--- config.mk ---
export PLATFORM = sky130hd
export DESIGN_NAME = esc_queue
export DESIGN_NICKNAME = d
export VERILOG_FILES = /design/src/rtl/esc_pkg.sv /design/src/rtl/esc_queue.sv
export SDC_FILE = /design/constraint.sdc
export NUM_CORES = 1
export LEC_CHECK = 0
export ABC_CLOCK_PERIOD_IN_PS = 3800
export BUFFER_PORTS_ARGS = -buffer_cell sky130_fd_sc_hd__buf_2
export CAP_MARGIN = 10
export CORE_MARGIN = 5
export CORE_UTILIZATION = 55
export DETAILED_ROUTE_END_ITERATION = 10
export PLACE_DENSITY = 0.83
export SETUP_SLACK_MARGIN = 0.5
export SYNTH_ARGS = -nofsm -noshare
export SYNTH_HDL_FRONTEND = slang
export SYNTH_SLANG_ARGS = --single-unit
--- constraint.sdc ---
create_clock -name clk -period 3.8 [get_ports clk]
set_input_delay 0.19 -clock clk [delete_from_list [all_inputs] [get_ports clk]]
set_output_delay 0.19 -clock clk [all_outputs]
set_load 0.02 [all_outputs]
--- src/rtl/esc_pkg.sv ---
package esc_pkg;

  localparam int QUEUE_DEPTH = 2;

  localparam logic [2:0] REG_TEMP_CALIB       = 3'd0;
  localparam logic [2:0] REG_PRESS_CALIB_LOW  = 3'd1;
  localparam logic [2:0] REG_PRESS_CALIB_MID  = 3'd2;
  localparam logic [2:0] REG_PRESS_CALIB_HIGH = 3'd3;
  localparam logic [2:0] REG_HUM_CALIB_LOW    = 3'd4;
  localparam logic [2:0] REG_HUM_CALIB_HIGH   = 3'd5;

  typedef struct packed {
    logic [19:0] adc_temperature;
    logic [19:0] adc_pressure;
    logic [15:0] adc_humidity;
  } esc_frame_t;

  typedef struct packed {
    logic [47:0] temp_calib;
    logic [47:0] press_low;
    logic [47:0] press_mid;
    logic [47:0] press_high;
    logic [31:0] hum_low;
    logic [31:0] hum_high;
  } esc_calib_t;

  function automatic logic [31:0] asr32(logic [31:0] v, int s);
    return 32'($signed(v) >>> s);
  endfunction

  function automatic logic [63:0] asr64(logic [63:0] v, int s);
    return 64'($signed(v) >>> s);
  endfunction

  function automatic logic [63:0] sx32(logic [31:0] v);
    return {{32{v[31]}}, v};
  endfunction

  function automatic logic [63:0] sx16(logic [15:0] v);
    return {{48{v[15]}}, v};
  endfunction

endpackage

--- src/rtl/esc_queue.sv ---
module esc_queue import esc_pkg::*; #(
  parameter int DEPTH = QUEUE_DEPTH
) (
  input  logic       clk,
  input  logic       rst_n,
  input  logic       in_valid,
  output logic       in_ready,
  input  esc_frame_t in_frame,
  output logic       deq_valid,
  input  logic       deq_ready,
  output esc_frame_t deq_frame
);

  localparam int PW = (DEPTH > 1) ? $clog2(DEPTH) : 1;
  localparam int CW = $clog2(DEPTH + 1);

  esc_frame_t    mem_r [DEPTH];
  logic [PW-1:0] wr_ptr_r, rd_ptr_r;
  logic [CW-1:0] cnt_r;
  logic          push, pop;

  assign in_ready  = (cnt_r != CW'(DEPTH));
  assign deq_valid = (cnt_r != '0);
  assign deq_frame = mem_r[rd_ptr_r];
  assign push      = in_valid && in_ready;
  assign pop       = deq_valid && deq_ready;

  always_ff @(posedge clk) begin
    if (push) begin
      mem_r[wr_ptr_r] <= in_frame;
    end
  end

  always_ff @(posedge clk) begin
    if (!rst_n) begin
      wr_ptr_r <= '0;
      rd_ptr_r <= '0;
      cnt_r    <= '0;
    end else begin
      if (push) begin
        wr_ptr_r <= (wr_ptr_r == PW'(DEPTH - 1)) ? '0 : wr_ptr_r + 1'b1;
      end
      if (pop) begin
        rd_ptr_r <= (rd_ptr_r == PW'(DEPTH - 1)) ? '0 : rd_ptr_r + 1'b1;
      end
      if (push && !pop) begin
        cnt_r <= cnt_r + 1'b1;
      end else if (pop && !push) begin
        cnt_r <= cnt_r - 1'b1;
      end
    end
  end

endmodule

Yosys cells after proc, flatten, opt, wreduce, memory -nomap -nowiden

Memory sizes are Yosys's and may differ from the RTL's. A register that Yosys moved wholly into a read port is not among the register bits.
Index checks and enable logic that the tools add are counted.

Add/sub/neg operators: 4
Reduce and logical (&&, ||, !) cells: 8
Mux-type cells: 8
Eq/ne operators: 1

Operators with widths:

| kind                | count |
|---|---|
| $mux 1              | 6 |
| $logic_and 1x1->1   | 4 |
| $mux 2              | 2 |
| $reduce_bool 2->1   | 2 |
| $add 1x1->1 const B | 2 |
| $add 2x1->2 const B | 1 |
| $logic_not 1->1     | 2 |
| $ne 2x2->1 const B  | 1 |
| $sub 2x1->2 const B | 1 |

Memory bits (writable): 112
Logic and storage cells: 25
Register bits: 4
Memories kept: 1
Bits of input ports: 60

Memory list:

| name  | depth | bits a word | rd ports | clocked after Yosys merged registers in | wr ports | RTL line        | RTL |
|---|---|---|---|---|---|---|---|
| mem_r | 2     | 56          | 1        | 1                                       | 1        | esc_queue.sv:17 | `esc_frame_t mem_r [DEPTH];` |

Depth between registers and ports, before layout

Depth after elaboration: 6
Mapped depth: 6
Depth with buffers taken out: 6

Least setup slack after synthesis

OpenSTA, ideal clock, no wires.

Path kind: register to register
Start: register cnt_r[0]
End: memory mem_r[1][0] (netlist name), enable pin
Cell stages (with the launch flop): 3
Data required time: 3380 ps
Slack: 1403 ps
Setup time: 420 ps
Arrival time: 1977 ps
Cell sequence: dfxtp_1 -> nand2b_4 -> and3_1

Longest elaborated chain between the ends: 4

Ends and longest elaborated chain:

| what                         | RTL line        | RTL |
|---|---|---|
| start, declared              | esc_queue.sv:19 | `logic [CW-1:0] cnt_r;` |
| start signal, assigned       | esc_queue.sv:47 | `cnt_r <= cnt_r + 1'b1;` |
| start signal, assigned       | esc_queue.sv:49 | `cnt_r <= cnt_r - 1'b1;` |
| $ne 2x2->1                   | esc_queue.sv:22 | `assign in_ready = (cnt_r != CW'(DEPTH));` |
| net in_ready                 | esc_queue.sv:7  | `output logic in_ready,` |
| $logic_and 1x1->1            | esc_queue.sv:25 | `assign push = in_valid && in_ready;` |
| $mux 1                       | esc_queue.sv:29 | `if (push) begin` |
| $mux 1 (implied by the code) | esc_queue.sv:30 | `mem_r[wr_ptr_r] <= in_frame;` |
| end, declared                | esc_queue.sv:17 |  |

The timed path passes the listed nets, and every way through them passes these cells.

==> reports/qor.csv <==
stage;metric;value;unit
outcome;status;completed;
worst_setup_path;CP Capture Type;output port;
final_layout;Fill cells;414;
floorplan;Die ar.;9639;µm²
route;Pre-Repair DR Iteration Count;4;
global_route;first-pass GRT wire length;13.52;mm
worst_setup_path;Crit path largest cell delay;0.70;ns
sta;worst hold margin;0.04765;ns
clock_network;CTS root buf;clkbuf_8;
sta;unrepaired setup endpoints after global routing;no;
clock_network;CTS tree;done;
power;power density over the cells;686.1;nW/µm²
clock_network;Clock Path Buffers;2;
synthesis;Syn Area/Cell;21.60;µm²
clock_network;Max H-tree Level;4;
sta;Final Skew;0.005902;ns
synthesis;cells after synthesis;198;
synthesis;sequential element share of the synthesized area;80.98;%
synthesis;Ys Warns;0;
global_route;vias in the first global route;2778;
route;WL/cell;16.56;µm
sta;final setup TNS;0;ns
clock_network;post-CTS sizing;0;
floorplan;num rows;32;
power;Static Leak;2.324;nW
placed_design;DP Wirelength;4.806;mm
clock_network;Worst-path clk slew;0.06;ns
worst_setup_path;RR Startpoint;cnt_r[0];
route;Via-to-Cell Ratio;4.960;
route;drt first-iter violations;115;
route;Vias;2490;
power;Peak VDD IR;590.0;µV
worst_setup_path;Required @ worst endpoint;3.61;ns
sta;final worst path period share;65.08;%
clock_network;Inserted Clock Buffers;17;
sta;minimum clock period;2.473;ns
worst_setup_path;startpoint type of the worst setup path;flop;
clock_network;post-cts hold buffer count;57;
worst_setup_path;WP data arrival;2.28;ns
sta;fin. max-slew vios;0;
placed_design;Post-Place Cells;413;
route;Remaining DRCs;0;
final_layout;layout cells sized above 1;53.25;%
floorplan;total core area;7647;µm²
worst_setup_path;CP Class;flop to output port;
global_route;GR Util All Layers;18.51;%
min_path;HP Class;input port to flop;
final_layout;final non-filler cell total;502;
final_layout;Area Overhead vs Synth;42.89;%
final_layout;Final nets;448;
floorplan;Initial Util;55.92;%
synthesis;Synth cell types;20;
min_path;hold path start;in_valid;
clock_network;Post CTS Setup Buffer Count;0;
route;DRT antenna net count;0;
synthesis;synthesized cell area;4277;µm²
floorplan;DIE WIDTH;98.18;µm
worst_setup_path;CP max FO;32;
flow_run;max cap viols;0;
final_layout;commonest non-fill, non-tap cells in the layout;buf_2, edfxtp_1, dlygate4sd3_1;
sta;Max Clk Rate;404.4;MHz
worst_setup_path;cells along the critical path;buf_4 > mux2_2 > buf_2;
clock_network;Worst-Skew Late Latency;0.50;ns
synthesis;Syn Nets;259;
sta;Final setup viols;0;
floorplan;I/O pins;118;
route;final wirelength;8.315;mm
sta;normalized max-slew margin;20.35;%
global_route;total gr overflow;0;
placed_design;IO buf count;117;
global_route;initial antenna violation count;0;
synthesis;#FFs+latches synth;117;
sta;Hold Fails Final Rpt;0;
final_layout;Diodes inserted;0;
global_route;largest net degree at the start of global routing;57;
placed_design;Final GP Congestion;0.7485;
final_layout;commonest non-fill, non-tap cell in the layout;buf_2;
worst_setup_path;slowest CP cell;dfxtp_2;
floorplan;die height;98.18;µm
sta;Slew @ Worst Pin;1.193;ns
clock_network;CTS Sinks;117;
per-stage QoR:
step	area, µm²	utilization (%)	setup slack [ns]	total power, mW
2_1_floorplan	4277	-	1.403	2.395
3_3_place_gp	4967	64.95	1.663	2.672
3_5_place_dp	4967	64.95	1.585	2.697
4_1_cts	6111	79.91	1.262	4.232
5_1_grt	6111	79.91	1.184	4.367
6_report	6111	79.91	1.327	4.193
area by class of cell:
cell class / instances / area, µm² / share of cell area (%)
Clock buffer: 17 / 414.1 / 6.777
Timing Repair Buffer: 176 / 1171 / 19.16
Tap cell: 102 / 127.6 / 2.088
Sequential cell: 117 / 3465 / 56.70
Clock inverter: 15 / 158.9 / 2.600
Inverter: 1 / 3.754 / 0.06143
Multi-Input combinational cell: 74 / 770.7 / 12.61
state kept, by name (all words and copies together) (netlist names), named ones only:
name and count:
cnt_r 2, mem_r 112, rd_ptr_r 1, wr_ptr_r 1
path summary, 6_finish.rpt:
check,endpoint,slack (ns),cells after the start
worst min-delay path,wr_ptr_r,0.05,3
worst min register to register,cnt_r[1],0.58,2
worst max-delay path,deq_frame[32],1.33,3
worst max register to register,mem_r[1][16],1.60,3
worst max-delay path: cells and delay by family, from the launching register on:
family	cells	cell delay (ns)
buffers and inverters	2	0.66
DFF	1	0.70
muxes	1	0.39
cell usage after synthesis:
library cell,n,share of area [%]
a21bo_2,1,0.23
o21ai_0,1,0.12
or3_1,1,0.15
mux2_2,56,15
inv_1,1,0.088
xnor2_1,2,0.41
edfxtp_1,112,79
buf_4,4,0.70
nand3b_1,1,0.18
nand2b_4,1,0.32
a21boi_0,1,0.18
o21ai_1,1,0.12
xor2_1,1,0.20
dfxtp_1,5,2.3
and2_1,4,0.59
or2_2,1,0.15
a21boi_1,1,0.18
and3_1,1,0.15
buf_2,2,0.23
ha_1,1,0.29
where the power goes:
group	switching, mW	internal (mW)	total, mW
sequential	0.0829	1.62	1.70
combinational	0.573	0.437	1.01
clock	0.548	0.932	1.48
kinds of logic (layout without fill, tap and decap cells):
family	Yosys count	after routing	share of synthesized area (%)
muxes	56	56	14.75
DFF	117	117	80.98
AOI/OAI and AO/OA	5	5	0.8191
xor gates and xnor gates	3	3	0.6145
adders and majority gates	1	1	0.2925
and+or+nand+nor	9	9	1.522
buffers and inverters	7	209	1.024
layer usage:
| metal | up-vias | wire [µm] | share of wire, % | global-route usage [%] |
|---|---|---|---|---|
| li1 | 1167 | - | - | - |
| met2 | 90 | 4435 | 53 | 33.04 |
| met3 | 14 | 550 | 6.6 | 6.429 |
| met1 | 1219 | 3208 | 39 | 20.36 |
| met5 | - | 0 | 0 | 0 |
| met4 | 0 | 121 | 1.5 | 6.933 |
(Power assumes the default switching activity.)
